==> config.mk <==
export PLATFORM = sky130hd
export DESIGN_NAME = justified_word_wrap_line_breaker
export DESIGN_NICKNAME = d
export VERILOG_FILES = /design/src/design/jwwlb_pkg.sv /design/src/design/jwwlb_div.sv /design/src/design/jwwlb_dp.sv /design/src/design/jwwlb_ctrl.sv /design/src/design/justified_word_wrap_line_breaker.sv
export SDC_FILE = /design/constraint.sdc
export NUM_CORES = 1
export LEC_CHECK = 0
export BUFFER_PORTS_ARGS = -buffer_cell sky130_fd_sc_hd__buf_4
export CAP_MARGIN = 20
export CORE_UTILIZATION = 55
export CTS_CLUSTER_DIAMETER = 150
export DETAILED_ROUTE_END_ITERATION = 7
export PLACE_DENSITY = 0.74
export SETUP_SLACK_MARGIN = 0.5
export SLEW_MARGIN = 25
export SYNTH_ARGS = -nofsm -noshare
export SYNTH_HDL_FRONTEND = slang
export SYNTH_HIERARCHICAL = 1
export SYNTH_SLANG_ARGS = --single-unit
==> constraint.sdc <==
create_clock -name clk -period 25 [get_ports clk]
set_input_delay 5 -clock clk [delete_from_list [all_inputs] [get_ports clk]]
set_output_delay 5 -clock clk [all_outputs]
set_load 0.02 [all_outputs]
==> src/design/jwwlb_pkg.sv <==
`default_nettype none
package jwwlb_pkg;

  localparam int CODE_W  = 8;
  localparam int WRAP_W  = 12;
  localparam int PEN_W   = 13;
  localparam int SPC_W   = 12;
  localparam int CNT_W   = 16;
  localparam int FRAC_W  = 8;
  localparam int Q8_W    = 20;
  localparam int KIND_W  = 2;

  localparam int DIV_NUM_W = WRAP_W + FRAC_W;
  localparam int DIV_DEN_W = SPC_W;
  localparam int DIV_CNT_W = $clog2(DIV_NUM_W + 1);

  localparam logic [CODE_W-1:0] CODE_LF    = 8'h0a;
  localparam logic [CODE_W-1:0] CODE_SPACE = 8'h20;

  localparam logic [KIND_W-1:0] KIND_LF     = 2'd0;
  localparam logic [KIND_W-1:0] KIND_WRAP   = 2'd1;
  localparam logic [KIND_W-1:0] KIND_FORCED = 2'd2;

  localparam logic REG_WRAP_WIDTH    = 1'b0;
  localparam logic REG_SPACE_ADVANCE = 1'b1;

  localparam logic [WRAP_W-1:0] WRAP_WIDTH_RST = 12'd450;
  localparam int                SPACE_ADV_RST  = 6;

  typedef struct packed {
    logic load;
    logic div_start;
    logic commit;
  } cmd_t;

  typedef struct packed {
    logic emit;
    logic need_div;
    logic div_busy;
    logic out_free;
  } sts_t;

endpackage
`default_nettype wire

==> src/design/jwwlb_div.sv <==
`default_nettype none
module jwwlb_div (
  input  wire logic                               clk,
  input  wire logic                               rst_n,
  input  wire logic                               start,
  input  wire logic [jwwlb_pkg::DIV_NUM_W-1:0]    numer,
  input  wire logic [jwwlb_pkg::DIV_DEN_W-1:0]    denom,
  output logic                                    busy,
  output logic      [jwwlb_pkg::DIV_NUM_W-1:0]    quot
);

  logic                               busy_r;
  logic [jwwlb_pkg::DIV_CNT_W-1:0]    cnt_r;
  logic [jwwlb_pkg::DIV_NUM_W-1:0]    num_r;
  logic [jwwlb_pkg::DIV_DEN_W-1:0]    den_r;
  logic [jwwlb_pkg::DIV_DEN_W-1:0]    rem_r;
  logic [jwwlb_pkg::DIV_DEN_W:0]      trial;
  logic                               qbit;

  // restoring division, one quotient bit per cycle
  assign trial = {rem_r, num_r[jwwlb_pkg::DIV_NUM_W-1]};
  assign qbit  = (trial >= {1'b0, den_r});

  always_ff @(posedge clk) begin
    if (!rst_n) begin
      busy_r <= 1'b0;
      cnt_r  <= '0;
    end else if (start) begin
      busy_r <= 1'b1;
      cnt_r  <= jwwlb_pkg::DIV_CNT_W'(jwwlb_pkg::DIV_NUM_W);
    end else if (busy_r) begin
      busy_r <= (cnt_r != jwwlb_pkg::DIV_CNT_W'(1));
      cnt_r  <= cnt_r - 1'b1;
    end
  end

  always_ff @(posedge clk) begin
    if (start) begin
      num_r <= numer;
      den_r <= denom;
      rem_r <= '0;
    end else if (busy_r) begin
      num_r <= {num_r[jwwlb_pkg::DIV_NUM_W-2:0], qbit};
      rem_r <= qbit ? jwwlb_pkg::DIV_DEN_W'(trial - {1'b0, den_r})
                    : trial[jwwlb_pkg::DIV_DEN_W-1:0];
    end
  end

  assign busy = busy_r;
  assign quot = num_r;

endmodule
`default_nettype wire

==> src/design/jwwlb_dp.sv <==
`default_nettype none
module jwwlb_dp #(
  parameter int POSITION_BITS = 24,
  parameter int ADVANCE_BITS  = 6
) (
  input  wire logic                              clk,
  input  wire logic                              rst_n,
  input  wire jwwlb_pkg::cmd_t                   cmd,
  output jwwlb_pkg::sts_t                        sts,
  input  wire logic [jwwlb_pkg::CODE_W-1:0]      in_char_code,
  input  wire logic [ADVANCE_BITS-1:0]           in_glyph_advance,
  input  wire logic [jwwlb_pkg::WRAP_W-1:0]      wrap_width,
  input  wire logic [ADVANCE_BITS-1:0]           space_advance,
  output logic                                   out_valid,
  input  wire logic                              out_ready,
  output logic [POSITION_BITS-1:0]               out_line_start,
  output logic [jwwlb_pkg::CNT_W-1:0]            out_line_length,
  output logic [jwwlb_pkg::CNT_W-1:0]            out_glyph_count,
  output logic [jwwlb_pkg::Q8_W-1:0]             out_space_width_q8,
  output logic [jwwlb_pkg::KIND_W-1:0]           out_break_kind,
  output logic [POSITION_BITS-1:0]               out_line_index
);

  localparam int PW = jwwlb_pkg::PEN_W;
  localparam int CW = jwwlb_pkg::CNT_W;
  localparam int SW = jwwlb_pkg::SPC_W;
  localparam int QW = jwwlb_pkg::Q8_W;

  logic [jwwlb_pkg::CODE_W-1:0] char_r;
  logic [ADVANCE_BITS-1:0]      adv_r;

  logic [POSITION_BITS-1:0] char_pos_r,  char_pos_nxt;
  logic [POSITION_BITS-1:0] line_begin_r, line_begin_nxt;
  logic [CW-1:0]            line_chars_r, line_chars_nxt;
  logic [CW-1:0]            line_glyphs_r, line_glyphs_nxt;
  logic [PW-1:0]            pen_r, pen_nxt;
  logic [SW-1:0]            spc_r, spc_nxt;
  logic [PW-1:0]            pal_r, pal_nxt;
  logic [CW-1:0]            cals_r, cals_nxt;
  logic [CW-1:0]            gals_r, gals_nxt;
  logic [POSITION_BITS-1:0] lines_r;

  logic                     out_valid_r;
  logic [POSITION_BITS-1:0] o_start_r;
  logic [CW-1:0]            o_len_r, o_glyphs_r;
  logic [QW-1:0]            o_width_r;
  logic [jwwlb_pkg::KIND_W-1:0] o_kind_r;
  logic [POSITION_BITS-1:0] o_index_r;

  logic          is_space, is_lf, is_print;
  logic [CW-1:0] chars_inc, glyphs_inc;
  logic [PW:0]   pen_g_sum, pen_s_sum;
  logic [PW-1:0] pen_g, pen_s;
  logic          overflow, wrap, forced, emit, need_div;
  logic [SW-1:0] inner;
  logic [jwwlb_pkg::WRAP_W-1:0] leftover;
  logic [jwwlb_pkg::DIV_NUM_W-1:0] quot;
  logic          div_busy;
  logic [QW:0]   plain_q8, width_sum;
  logic [QW-1:0] wrap_width_q8;
  logic [PW+1:0] carry_diff;
  logic [PW-1:0] carry_pen;
  logic [POSITION_BITS-1:0] e_start;
  logic [CW-1:0] e_len, e_glyphs;
  logic [QW-1:0] e_width;
  logic [jwwlb_pkg::KIND_W-1:0] e_kind;

  assign is_space = (char_r == jwwlb_pkg::CODE_SPACE);
  assign is_lf    = (char_r == jwwlb_pkg::CODE_LF);
  assign is_print = (char_r > jwwlb_pkg::CODE_SPACE);

  assign chars_inc  = (line_chars_r == '1) ? line_chars_r : line_chars_r + 1'b1;
  assign glyphs_inc = (line_glyphs_r == '1) ? line_glyphs_r : line_glyphs_r + 1'b1;

  assign pen_g_sum = {1'b0, pen_r} + (PW+1)'(adv_r);
  assign pen_s_sum = {1'b0, pen_r} + (PW+1)'(space_advance);
  assign pen_g     = pen_g_sum[PW] ? '1 : pen_g_sum[PW-1:0];
  assign pen_s     = pen_s_sum[PW] ? '1 : pen_s_sum[PW-1:0];

  assign overflow = is_print && (pen_g > PW'(wrap_width));
  assign wrap     = overflow && (spc_r != '0);
  assign forced   = overflow && !wrap && (line_glyphs_r != '0);
  assign emit     = is_lf || wrap || forced;

  assign inner    = spc_r - 1'b1;
  assign need_div = wrap && (inner != '0) && (PW'(wrap_width) > pal_r);
  assign leftover = wrap_width - pal_r[jwwlb_pkg::WRAP_W-1:0];

  jwwlb_div u_div (
    .clk   (clk),
    .rst_n (rst_n),
    .start (cmd.div_start),
    .numer ({leftover, {jwwlb_pkg::FRAC_W{1'b0}}}),
    .denom (inner),
    .busy  (div_busy),
    .quot  (quot)
  );

  assign plain_q8      = (QW+1)'({space_advance, {jwwlb_pkg::FRAC_W{1'b0}}});
  assign width_sum     = plain_q8 + (need_div ? (QW+1)'(quot) : '0);
  assign wrap_width_q8 = width_sum[QW] ? '1 : width_sum[QW-1:0];

  assign carry_diff = (PW+2)'(pen_g) - (PW+2)'(pal_r) - (PW+2)'(space_advance);
  assign carry_pen  = carry_diff[PW+1] ? '0 : carry_diff[PW-1:0];

  always_comb begin
    e_start  = line_begin_r;
    e_len    = chars_inc;
    e_glyphs = line_glyphs_r;
    e_width  = plain_q8[QW-1:0];
    e_kind   = jwwlb_pkg::KIND_LF;
    if (wrap) begin
      e_len    = cals_r;
      e_glyphs = gals_r;
      e_width  = wrap_width_q8;
      e_kind   = jwwlb_pkg::KIND_WRAP;
    end else if (forced) begin
      e_len    = chars_inc - 1'b1;
      e_kind   = jwwlb_pkg::KIND_FORCED;
    end
  end

  always_comb begin
    char_pos_nxt    = char_pos_r + 1'b1;
    line_begin_nxt  = line_begin_r;
    line_chars_nxt  = chars_inc;
    line_glyphs_nxt = line_glyphs_r;
    pen_nxt         = pen_r;
    spc_nxt         = spc_r;
    pal_nxt         = pal_r;
    cals_nxt        = cals_r;
    gals_nxt        = gals_r;
    if (is_space) begin
      pal_nxt  = pen_r;
      pen_nxt  = pen_s;
      cals_nxt = chars_inc;
      gals_nxt = line_glyphs_r;
      spc_nxt  = (spc_r == '1) ? spc_r : spc_r + 1'b1;
    end else if (is_lf || wrap || forced) begin
      spc_nxt  = '0;
      pal_nxt  = '0;
      cals_nxt = '0;
      gals_nxt = '0;
      if (is_lf) begin
        line_begin_nxt  = char_pos_r + 1'b1;
        line_chars_nxt  = '0;
        line_glyphs_nxt = '0;
        pen_nxt         = '0;
      end else if (wrap) begin
        line_begin_nxt  = line_begin_r + POSITION_BITS'(cals_r);
        line_chars_nxt  = (chars_inc >= cals_r) ? chars_inc - cals_r : '0;
        line_glyphs_nxt = (glyphs_inc >= gals_r) ? glyphs_inc - gals_r : '0;
        pen_nxt         = carry_pen;
      end else begin
        line_begin_nxt  = char_pos_r;
        line_chars_nxt  = CW'(1);
        line_glyphs_nxt = CW'(1);
        pen_nxt         = PW'(adv_r);
      end
    end else if (is_print) begin
      line_glyphs_nxt = glyphs_inc;
      pen_nxt         = pen_g;
    end
  end

  always_ff @(posedge clk) begin
    if (cmd.load) begin
      char_r <= in_char_code;
      adv_r  <= in_glyph_advance;
    end
  end

  always_ff @(posedge clk) begin
    if (!rst_n) begin
      char_pos_r    <= '0;
      line_begin_r  <= '0;
      line_chars_r  <= '0;
      line_glyphs_r <= '0;
      pen_r         <= '0;
      spc_r         <= '0;
      pal_r         <= '0;
      cals_r        <= '0;
      gals_r        <= '0;
      lines_r       <= '0;
    end else if (cmd.commit) begin
      char_pos_r    <= char_pos_nxt;
      line_begin_r  <= line_begin_nxt;
      line_chars_r  <= line_chars_nxt;
      line_glyphs_r <= line_glyphs_nxt;
      pen_r         <= pen_nxt;
      spc_r         <= spc_nxt;
      pal_r         <= pal_nxt;
      cals_r        <= cals_nxt;
      gals_r        <= gals_nxt;
      if (emit) begin
        lines_r <= lines_r + 1'b1;
      end
    end
  end

  always_ff @(posedge clk) begin
    if (!rst_n) begin
      out_valid_r <= 1'b0;
    end else if (cmd.commit && emit) begin
      out_valid_r <= 1'b1;
    end else if (out_ready) begin
      out_valid_r <= 1'b0;
    end
  end

  always_ff @(posedge clk) begin
    if (cmd.commit && emit) begin
      o_start_r  <= e_start;
      o_len_r    <= e_len;
      o_glyphs_r <= e_glyphs;
      o_width_r  <= e_width;
      o_kind_r   <= e_kind;
      o_index_r  <= lines_r;
    end
  end

  assign sts.emit     = emit;
  assign sts.need_div = need_div;
  assign sts.div_busy = div_busy;
  assign sts.out_free = !out_valid_r || out_ready;

  assign out_valid          = out_valid_r;
  assign out_line_start     = o_start_r;
  assign out_line_length    = o_len_r;
  assign out_glyph_count    = o_glyphs_r;
  assign out_space_width_q8 = o_width_r;
  assign out_break_kind     = o_kind_r;
  assign out_line_index     = o_index_r;

endmodule
`default_nettype wire

==> src/design/jwwlb_ctrl.sv <==
`default_nettype none
module jwwlb_ctrl (
  input  wire logic             clk,
  input  wire logic             rst_n,
  input  wire logic             in_valid,
  output logic                  in_ready,
  input  wire jwwlb_pkg::sts_t  sts,
  output jwwlb_pkg::cmd_t       cmd
);

  typedef enum logic [1:0] {
    ST_IDLE,
    ST_EXEC,
    ST_DIV
  } state_t;

  state_t state_r, state_nxt;
  logic   in_ready_r;

  always_comb begin
    state_nxt     = state_r;
    cmd.load      = 1'b0;
    cmd.div_start = 1'b0;
    cmd.commit    = 1'b0;
    case (state_r)
      ST_IDLE: begin
        if (in_valid && in_ready_r) begin
          cmd.load  = 1'b1;
          state_nxt = ST_EXEC;
        end
      end
      ST_EXEC: begin
        if (sts.need_div) begin
          cmd.div_start = 1'b1;
          state_nxt     = ST_DIV;
        end else if (!sts.emit || sts.out_free) begin
          cmd.commit = 1'b1;
          state_nxt  = ST_IDLE;
        end
      end
      ST_DIV: begin
        if (!sts.div_busy && sts.out_free) begin
          cmd.commit = 1'b1;
          state_nxt  = ST_IDLE;
        end
      end
      default: begin
        state_nxt = ST_IDLE;
      end
    endcase
  end

  always_ff @(posedge clk) begin
    if (!rst_n) begin
      state_r    <= ST_IDLE;
      in_ready_r <= 1'b0;
    end else begin
      state_r    <= state_nxt;
      in_ready_r <= (state_nxt == ST_IDLE);
    end
  end

  assign in_ready = in_ready_r;

endmodule
`default_nettype wire

==> src/design/justified_word_wrap_line_breaker.sv <==
`default_nettype none
// channel | direction | handshake          | payload
// in      | input     | in_valid/in_ready  | in_char_code, in_glyph_advance
// out     | output    | out_valid/out_ready| out_line_start .. out_line_index
// cfg     | input     | psel/penable/pready| paddr, pwdata, prdata
//
// Each word is captured, then committed as a state update; the next word waits for it.
// A wrap at a space with two or more spaces and leftover pixels also runs the divider;
// the justified width comes from a 20-step restoring divider.
// A word that closes a line waits while the output register still holds a line.
// rst_n is synchronous; counters clear, registers load 450 and 6.
module justified_word_wrap_line_breaker #(
  parameter int POSITION_BITS = 24,
  parameter int ADVANCE_BITS  = 6
) (
  input  wire logic                            clk,
  input  wire logic                            rst_n,
  input  wire logic                            in_valid,
  output logic                                 in_ready,
  input  wire logic [jwwlb_pkg::CODE_W-1:0]    in_char_code,
  input  wire logic [ADVANCE_BITS-1:0]         in_glyph_advance,
  output logic                                 out_valid,
  input  wire logic                            out_ready,
  output logic [POSITION_BITS-1:0]             out_line_start,
  output logic [jwwlb_pkg::CNT_W-1:0]          out_line_length,
  output logic [jwwlb_pkg::CNT_W-1:0]          out_glyph_count,
  output logic [jwwlb_pkg::Q8_W-1:0]           out_space_width_q8,
  output logic [jwwlb_pkg::KIND_W-1:0]         out_break_kind,
  output logic [POSITION_BITS-1:0]             out_line_index,
  input  wire logic                            psel,
  input  wire logic                            penable,
  input  wire logic                            pwrite,
  input  wire logic [2:0]                      paddr,
  input  wire logic [31:0]                     pwdata,
  output logic [31:0]                          prdata,
  output logic                                 pready
);

  logic [jwwlb_pkg::WRAP_W-1:0] wrap_width_r;
  logic [ADVANCE_BITS-1:0]      space_adv_r;
  logic                         cfg_wr;
  jwwlb_pkg::cmd_t              cmd;
  jwwlb_pkg::sts_t              sts;

  assign pready = 1'b1;
  assign cfg_wr = psel && penable && pwrite;

  always_ff @(posedge clk) begin
    if (!rst_n) begin
      wrap_width_r <= jwwlb_pkg::WRAP_WIDTH_RST;
      space_adv_r  <= ADVANCE_BITS'(jwwlb_pkg::SPACE_ADV_RST);
    end else if (cfg_wr) begin
      case (paddr[2])
        jwwlb_pkg::REG_WRAP_WIDTH:    wrap_width_r <= pwdata[jwwlb_pkg::WRAP_W-1:0];
        jwwlb_pkg::REG_SPACE_ADVANCE: space_adv_r  <= pwdata[ADVANCE_BITS-1:0];
        default: ;
      endcase
    end
  end

  always_comb begin
    case (paddr[2])
      jwwlb_pkg::REG_WRAP_WIDTH:    prdata = 32'(wrap_width_r);
      jwwlb_pkg::REG_SPACE_ADVANCE: prdata = 32'(space_adv_r);
      default:                      prdata = '0;
    endcase
  end

  jwwlb_ctrl u_ctrl (
    .clk      (clk),
    .rst_n    (rst_n),
    .in_valid (in_valid),
    .in_ready (in_ready),
    .sts      (sts),
    .cmd      (cmd)
  );

  jwwlb_dp #(
    .POSITION_BITS (POSITION_BITS),
    .ADVANCE_BITS  (ADVANCE_BITS)
  ) u_dp (
    .clk                (clk),
    .rst_n              (rst_n),
    .cmd                (cmd),
    .sts                (sts),
    .in_char_code       (in_char_code),
    .in_glyph_advance   (in_glyph_advance),
    .wrap_width         (wrap_width_r),
    .space_advance      (space_adv_r),
    .out_valid          (out_valid),
    .out_ready          (out_ready),
    .out_line_start     (out_line_start),
    .out_line_length    (out_line_length),
    .out_glyph_count    (out_glyph_count),
    .out_space_width_q8 (out_space_width_q8),
    .out_break_kind     (out_break_kind),
    .out_line_index     (out_line_index)
  );

  a_word_spans_cycles: assert property (@(posedge clk) disable iff (!rst_n)
    (in_valid && in_ready) |=> !in_ready)
    else $error("word accepted on back-to-back cycles");

  a_line_index_steps: assert property (@(posedge clk) disable iff (!rst_n)
    (out_valid && out_ready) |=>
      (!out_valid || out_line_index == POSITION_BITS'($past(out_line_index) + 1'b1)))
    else $error("line index did not advance by one");

  a_kind_legal: assert property (@(posedge clk) disable iff (!rst_n)
    out_valid |-> (out_break_kind == jwwlb_pkg::KIND_LF ||
                   out_break_kind == jwwlb_pkg::KIND_WRAP ||
                   out_break_kind == jwwlb_pkg::KIND_FORCED))
    else $error("illegal break kind");

endmodule
`default_nettype wire
==> results of run 1 <==
[worst max-delay path, stage by stage]
cell	delay, ps
buf_4	180
mux2_1	350
buf_4	160
[power breakdown]
part | total, mW | switching (mW) | internal (mW) | leakage (nW)
clock | 0.651 | 0.248 | 0.403 | 0.702
combinational | 0.160 | 0.0933 | 0.0662 | 5.98
sequential | 0.628 | 0.00899 | 0.619 | 3.00
[stage by stage]
stage	cells	setup slack [ps]	total power [mW]	area (µm²)
4_1_cts	3196	14310	1.45	25300
2_1_floorplan	2565	14410	0.760	22500
5_1_grt	3196	14270	1.49	25300
6_report	3196	14300	1.44	25300
3_5_place_dp	3121	14310	0.796	23900
3_3_place_gp	3120	14320	0.792	23900
[final cells by class]
| type | count | area [µm²] | area share |
|---|---|---|---|
| Tap cell | 525 | 657 | 0.0259 |
| Multi-Input combinational cell | 1928 | 12700 | 0.502 |
| Clock inverter | 25 | 373 | 0.0147 |
| Timing Repair Buffer | 167 | 1260 | 0.0497 |
| Clock buffer | 50 | 1080 | 0.0427 |
| Sequential cell | 362 | 8730 | 0.345 |
| Inverter | 139 | 528 | 0.0208 |
[routing by layer]
layer | GRT usage | share of wire | vias to the layer above
li1 | - | - | 9367
met1 | 0.372 | 0.43 | 9355
met2 | 0.462 | 0.47 | 647
met3 | 0.0415 | 0.069 | 107
met4 | 0.0980 | 0.027 | 2
met5 | 0 | 0.00020 | -
[state kept, by name (all words and copies together) (netlist names), 20 cells and up]
name                     count
u_dp/out_space_width_q8     20
u_dp/char_pos_r             24
u_dp/e_start                24
u_dp/out_line_index         24
u_dp/u_div/quot             20
u_dp/out_line_start         24
u_dp/lines_r                24
[synthesized netlist by cell type, drive strengths merged, types with 14 or more instances]
| master | count |
|---|---|
| a211oi | 26 |
| nand3 | 65 |
| mux2i | 28 |
| nor2b | 41 |
| nand2 | 213 |
| buf | 43 |
| o21a | 29 |
| and3 | 41 |
| nand2b | 19 |
| nor3 | 43 |
| or3 | 29 |
| xnor2 | 92 |
| clkbuf | 93 |
| a31oi | 31 |
| dfxtp | 214 |
| and2 | 27 |
| nor2 | 267 |
| inv | 137 |
| nor4 | 19 |
| nand4 | 50 |
| o21ai | 179 |
| o31ai | 14 |
| a221oi | 16 |
| ha | 137 |
| edfxtp | 148 |
| a22oi | 57 |
| xor2 | 78 |
| mux2 | 31 |
| a21o | 31 |
| a21oi | 144 |
[logic make-up (layout without fill, tap and decap cells)]
family / after synthesis / count (layout) / synth area share
AND/OR/NAND/NOR: 862 / 862 / 0.186
flip-flops: 362 / 362 / 0.389
XOR/XNOR: 170 / 170 / 0.0667
other: 3 / 29 / 0.000502
AO/OA/AOI/OAI: 661 / 661 / 0.192
adder cells (fa/ha/maj): 147 / 147 / 0.0854
buffers and inverters: 275 / 381 / 0.0518
multiplexers: 59 / 59 / 0.0281
[path summary, 6_finish.rpt]
check	from	endpoint	slack, ps	cells after the start
setup reg to reg	u_dp/adv_r[0]	u_dp/e_start[17]	17070	26
setup / recovery	paddr[2]	prdata[3]	14300	3
hold / removal	u_dp/lines_r[23]	u_dp/out_line_index[23]	450	0
hold reg to reg	u_dp/lines_r[23]	u_dp/out_line_index[23]	450	0
==> run summary, run 1 <==
Critical Path Start Type: input pin
CTS Hold Bufs: 0
Unrepaired setup endpoints after global routing: false
Synth cell types: 89
Crit. End Element: output pin
Ys async rst share: 0
Num ports: 193
Starting Density: 0.561
Top post-synthesis cells by area: edfxtp_1, dfxtp_1, ha_1, nor2_1, o21ai_0
Setup-failing EPs final: 0
Largest net degree at the start of global routing: 78
Commonest non-fill, non-tap cell in the layout: nor2_1
Final Hold Viols: 0
Detailed placement HPWL: 41700 µm
Post-synthesis sequential area ratio: 0.389
Hold Slack: 455 ps
Initial antenna violation count: 1
Routed via count: 19.5k
Number of max-cap violations: 0
Clock Sinks: 362
Synth Flop Type: dfxtp_1
CTS tree: yes
Setup TNS: 0 ps
Max Slew Vio Count: 0
Global Route Usage Sum: 0.280
Max Root-Sink Buffers: 3
# rows: 73
Wirelength, routed: 58700 µm
1st-pass router iterations: 6
Worst EP required: 20000 ps
Post_cts resized: 0
Iter 0 DRT Violations: 1640
Min Tclk post-route: 10700 ps
#FFs+latches synth: 362
CTS Buf Count: 41
Worst-Skew Late Latency: 580 ps
Root buffer selected by CTS: clkbuf_16
Max VDD drop: 0.0446 mV
Post-route ant nets: 0
Yosys Warn Count: 6
First-pass GRT wire length: 94100 µm
Lkg Pwr: 9.68 nW
Number of enable flip-flop cells after synthesis: 148
Most frequent cells in the layout: nor2_1, dfxtp_1, nand2_1
Die ar.: 41600 µm²
Die height: 204 µm
Hold/Removal Path Class: reg -> reg
DRC: 0
Grt ovf: 0
Routed len/inst: 18.4 µm
Nets: 2842
Clock Pin Slew Worst Setup and Hold Paths: 60 ps
Avg Synthesized Cell Area: 8.83 µm²
Antenna cells: 0
Area Growth Syn to Fin: 12.9%
H-tree depth: 2
Number of port buffers: 149
Cell Pwr Density: 56.8 nW/µm²
Setup Fix Bufs, Post-CTS: 0
Util after Layout: 0.633
Post-Route Skew: 20.0 ps
Status: complete, no violations
Synth top area share: 0.198
Worst-margin pin slew: 968 ps
Gpl congestion: 0.941
Synthesized area: 22400 µm²
Max FO, Critical Path: 15
Yosys top cell by area: edfxtp_1
Die width: 204 µm
Share of cells above drive strength 1: 0.113
Max frequency: 93.5 MHz
Critical Path AT: 5700 ps
Slew HR: 0.355
Via density: 6.09
Core ar.: 40000 µm²
Cells after Synth: 2539
Tcrit/Tclk final: 0.428
Worst Path Class, Setup: in -> out
Vias in the first global route: 18.4k
Fillers: 3298
Note: power is estimated with default switching activity, not from simulation.
==> run 2, diff against run 1 <==
==> constraint.sdc (replaced) <==
create_clock -name clk -period 10.2 [get_ports clk]
set_input_delay 2.04 -clock clk [delete_from_list [all_inputs] [get_ports clk]]
set_output_delay 2.04 -clock clk [all_outputs]
set_load 0.02 [all_outputs]
==> run 2 against run 1 <==
Effect of this change:
- cell count barely moved
- critical path type is now reg -> reg
- cell area decreased by 0.12%
- core utilization down 0.078 points
- sequential cell count unchanged
- sequential power up 150%
- clock skew up 2.0 ps
==> run summary, run 2 (synthesis results as in run 1) <==
Critical path depth in cells: 26
Vias in the first global route: 18.6k
Worst Path Class, Setup: reg -> reg
Cells after DPL: 3123
Max VDD drop: 0.118 mV
Routed len/inst: 18.6 µm
Hold Crit Depth: 0
Max Slew Vio Count: 0
Setup Fix Bufs, Post-CTS: 0
Most frequent cells in the layout: nor2_1, dfxtp_1, nand2_1
Detailed placement HPWL: 41900 µm
Largest net degree at the start of global routing: 87
Critical Path Start Type: flip-flop
Bufs and invs on worst path: 3
Min Tclk post-route: 7550 ps
CTS Hold Bufs: 0
First-pass GRT wire length: 95700 µm
Worst-Skew Late Latency: 580 ps
Power consumption: 3.47 mW
Number of max-cap violations: 0
Cell family with most CP delay: compound AO/OA/AOI/OAI gates
Die ar.: 41600 µm²
Slew HR: 0.403
Die height: 204 µm
Global Route Usage Sum: 0.285
Via density: 6.08
Post-route ant nets: 0
Antenna cells: 0
Routed via count: 19.4k
Crit-path slowest cell: nor2b_4
Delay of the slowest cell on the worst path: 570 ps
Crit. End Element: flip-flop
Die width: 204 µm
Worst EP required: 10700 ps
Unrepaired setup endpoints after global routing: false
Share of cells above drive strength 1: 0.116
Max FO, Critical Path: 86
Nets: 2843
H-tree depth: 2
CTS tree: yes
Final Hold Viols: 0
# rows: 73
Hold/Removal Path Class: reg -> reg
CP dominant cell by count: a21oi_1
Tcrit/Tclk final: 0.740
PnR worst setup slack: 2650 ps
Pre-CTS setup slack: 2760 ps
Iter 0 DRT Violations: 1525
Post_cts resized: 0
Worst-margin pin slew: 887 ps
Commonest non-fill, non-tap cell in the layout: nor2_1
Max Root-Sink Buffers: 3
Critical Path AT: 8050 ps
Wirelength, routed: 59500 µm
Worst r2r path cells: 26
DRC: 0
Number of port buffers: 149
Setup TNS: 0 ps
Clock Pin Slew Worst Setup and Hold Paths: 60 ps
Core ar.: 40000 µm²
Grt ovf: 0
Starting Density: 0.561
Num ports: 193
Gpl congestion: 0.943
Root buffer selected by CTS: clkbuf_16
Post-Route Skew: 22.0 ps
Lkg Pwr: 9.66 nW
Setup-failing EPs final: 0
1st-pass router iterations: 5
Clock Sinks: 362
Area Growth Syn to Fin: 12.8%
CTS Buf Count: 40
Initial antenna violation count: 0
Fin cells: 3197
Max frequency: 132 MHz
Status: complete, no violations
Cell Pwr Density: 137 nW/µm²
## run 2: cell types whose count changed in the layout (fill, tap and decap cells not counted), moves of 2 or more
cell,change
buf_4,+2
clkbuf_8,+2
clkinv_1,-6
clkinvlp_4,+5
bufinv_16,-3
clkinv_2,+4
## run 2: per-stage QoR
step	utilization	hold WS (ps)	cell area (µm²)
after global routing	0.632	477	25300
after CTS	0.632	466	25300
after floorplan	-	428	22500
after global placement	0.597	437	23900
final	0.632	467	25300
after detailed placement	0.597	451	23900
## run 2: final timing paths
check	from	to	slack [ps]
max	u_dp/adv_r[0]	u_dp/lines_r[16]	2650
min	u_dp/e_start[10]	u_dp/out_line_start[10]	470
max reg2reg	u_dp/adv_r[0]	u_dp/lines_r[16]	2650
min reg2reg	u_dp/e_start[10]	u_dp/out_line_start[10]	470
## run 2: routing by layer
layer  share of wire  wire length [µm]  up-vias  global-route usage
met2            0.47             27900      701               0.473
met4           0.033              1960        0               0.115
met1            0.43             25700     9261               0.374
met5               0                 0        -                   0
li1                -                 -     9357                   -
met3           0.066              3940      127              0.0405
## run 2: final cells by class
class	instances	area (µm²)
clock inverter	24	319
sequential	362	8730
tap	525	657
clock buffer	50	1080
inverter	139	528
timing repair buffer	169	1280
fill	3339	14700
multi-input combinational	1928	12700
## run 2: report_power, final
part	internal, mW	switching [mW]	total [mW]
logic	0.163	0.231	0.394
clock network	0.913	0.625	1.54
registers	1.52	0.0209	1.54
total	2.59	0.878	3.47
## run 2: worst register-to-register path, stage by stage, from the launching register on
cell      delay [ps]
edfxtp_1         410
ha_1             260
fa_1             430
a211oi_1         390
nor2_1           110
o21a_1           220
o21bai_1         240
nor2_1            80
xnor2_1          190
nand2_1          130
ha_1             340
a21o_1           200
a21oi_1          140
nand3_1          150
o21a_1           330
o21ai_0          510
nor4_4           190
nor3_1           220
a21oi_1           90
nor2b_4          570
buf_4            460
o311ai_4         150
buf_4            300
inv_6            570
nand2_1          280
or3_1            360
a21oi_1          140
==> run 3, diff against run 2 <==
--- a/config.mk
+++ b/config.mk
@@ -10,7 +10,7 @@
 export CORE_UTILIZATION = 55
 export CTS_CLUSTER_DIAMETER = 150
 export DETAILED_ROUTE_END_ITERATION = 7
-export PLACE_DENSITY = 0.74
+export PLACE_DENSITY = 0.77
 export SETUP_SLACK_MARGIN = 0.5
 export SLEW_MARGIN = 25
 export SYNTH_ARGS = -nofsm -noshare
==> constraint.sdc (replaced) <==
create_clock -name clk -period 6.1 [get_ports clk]
set_input_delay 1.22 -clock clk [delete_from_list [all_inputs] [get_ports clk]]
set_output_delay 1.22 -clock clk [all_outputs]
set_load 0.02 [all_outputs]
==> run 3 against run 2 <==
Effect of this change:
- sequential share of layout area is 2.0 points lower
- sequential cell count stayed put
- clock skew is 8.3 ps higher
- wire length is 9.1% higher
- power is 64% higher
- sequential power is 67% higher
- non-clock buffer count is 98 higher
- clock power is 58% higher
- worst setup slack worse by 2300 ps
- critical path type unchanged
==> run summary, run 3 (synthesis results as in run 1) <==
Fin cells: 3298
Tcrit/Tclk final: 0.949
Routed via count: 20.4k
WHS Endpoint: u_dp/out_line_start[12]
Wirelength, routed: 65000 µm
Starting Density: 0.561
Initial antenna violation count: 1
Antenna cells: 0
Area of the multi-input gates: 13200 µm²
Hold/Removal Path Class: reg -> reg
Root buffer selected by CTS: clkbuf_16
CP dominant cell by count: nor2_1
Via density: 6.20
Share of cells above drive strength 1: 0.177
Vias in the first global route: 18.9k
Hold Crit Depth: 0
Max VDD drop: 0.215 mV
Area Growth Syn to Fin: 19.7%
Max Root-Sink Buffers: 3
Cells after DPL: 3152
Reg2Reg Setup Slack: 310 ps
Setup-failing EPs final: 0
Max FO, Critical Path: 8
Worst-margin pin slew: 1010 ps
H-tree depth: 2
Die width: 204 µm
Worst Path Class, Setup: reg -> reg
CTS Buf Count: 40
Post-Route Skew: 30.3 ps
Worst reg2reg path endpoint: u_dp/out_space_width_q8[10]
Global Route Usage Sum: 0.291
Slew HR: 0.323
Final Hold Viols: 0
Die height: 204 µm
Cell Pwr Density: 213 nW/µm²
Number of port buffers: 149
Hold Slack: 460 ps
First-pass GRT wire length: 97500 µm
Crit. End Element: flip-flop
CTS tree: yes
Die ar.: 41600 µm²
Post-route ant nets: 0
Worst-Skew Late Latency: 580 ps
Clock Pin Slew Worst Setup and Hold Paths: 60 ps
Critical Path AT: 6190 ps
Delay of the slowest cell on the worst path: 400 ps
Critical Path Start Type: flip-flop
Nets: 2945
Bufs and invs on worst path: 3
Fillers: 3068
Cell family with most CP delay: simple AND/OR/NAND/NOR gates
Hold Startpoint: u_dp/e_start[12]
Detailed placement HPWL: 43600 µm
Worst r2r path cells: 30
Clock Sinks: 362
Sequential Area: 8730 µm²
Reg2reg start: u_dp/adv_r[0]
Max frequency: 173 MHz
Status: complete, no violations
Lkg Pwr: 10.4 nW
Gpl congestion: 0.918
Max Slew Vio Count: 0
Crit-path slowest cell: edfxtp_1
Min Tclk post-route: 5790 ps
Largest net degree at the start of global routing: 71
Number of max-cap violations: 0
Routed len/inst: 19.7 µm
DRC: 0
Unrepaired setup endpoints after global routing: true
Most frequent cells in the layout: nor2_1, buf_4, dfxtp_1
Core ar.: 40000 µm²
Commonest non-fill, non-tap cell in the layout: nor2_1
Iter 0 DRT Violations: 1935
# rows: 73
Num ports: 193
1st-pass router iterations: 8
Grt ovf: 0
CTS Hold Bufs: 0
Worst EP required: 6490 ps
==> run 3: cell count changes in the layout (fill, tap and decap cells not counted), moves of 10 or more <==
cell / previous run / this run
o21ai_0: 175 / 159
buf_6: 0 / 21
nand2_1: 212 / 199
nand2_2: 1 / 11
buf_12: 1 / 11
buf_4: 168 / 226
==> run 3: cell type report <==
cell class	count	area share
repair inverters	3	0.00177
flip-flops and latches	362	0.325
clock buffers	60	0.0427
clock inverters	13	0.00597
multi-input cells	1929	0.492
repair buffers	267	0.0867
well taps	525	0.0245
inverters	139	0.0207
==> run 3: worst max-delay path by stage <==
| stage | slack [ps] | from | depth (start not counted) | end |
|---|---|---|---|---|
| floorplan | 470 | u_dp/adv_r[0] | 26 | u_dp/out_break_kind[0] |
| global placement | -20 | u_dp/adv_r[0] | 26 | u_dp/pen_r[5] |
| detailed placement | -170 | u_dp/adv_r[0] | 26 | u_dp/pen_r[5] |
| CTS | 500 | u_dp/adv_r[0] | 29 | u_dp/out_space_width_q8[17] |
| global route | 80 | u_dp/adv_r[0] | 30 | u_dp/out_space_width_q8[4] |
| finish | 310 | u_dp/adv_r[0] | 30 | u_dp/out_space_width_q8[10] |
==> run 3: worst register-to-register path: cells and delay by family (launching register included) <==
family          cells  cell delay, ps
simple gates       12            1700
buf+inv             3             510
flops               1             400
xor+xnor            1             230
fa+ha+maj           5            1220
compound gates      9            1550
==> run 3: what timing repair did <==
action | 4_1_cts | 5_1_grt
pin swaps | 13 | 55
buffers inserted | 18 | 45
endpoints found under the setup margin | 278 | 265
resized for setup | 24 | 154
cloned | 3 | 7
==> run 3: power breakdown <==
part / switching (mW) / total (mW) / internal, mW / leakage [nW]
clock: 0.996 / 2.43 / 1.43 / 0.636
combinational: 0.406 / 0.701 / 0.295 / 6.73
sequential: 0.0373 / 2.57 / 2.54 / 3.00
==> run 3: per-stage QoR <==
stage / util / setup WS [ps] / setup TNS (ps) / power (mW) / cell area (µm²)
4_1_cts: 0.643 / 495 / 0 / 5.71 / 25700
5_1_grt: 0.671 / 81.3 / 0 / 5.91 / 26800
6_report: 0.671 / 309 / 0 / 5.70 / 26800
3_3_place_gp: 0.604 / -23.6 / -23.6 / 3.26 / 24200
3_5_place_dp: 0.604 / -167 / -999 / 3.28 / 24200
2_1_floorplan: - / 465 / 0 / 3.12 / 22600
==> run 3: layer usage <==
layer	vias up	routed length, µm	share of wire	track usage
li1	9580	-	-	-
met1	9801	27000	0.42	0.383
met2	903	31300	0.48	0.485
met3	152	4660	0.072	0.0402
met4	2	1990	0.031	0.111
met5	-	13	0.00020	0
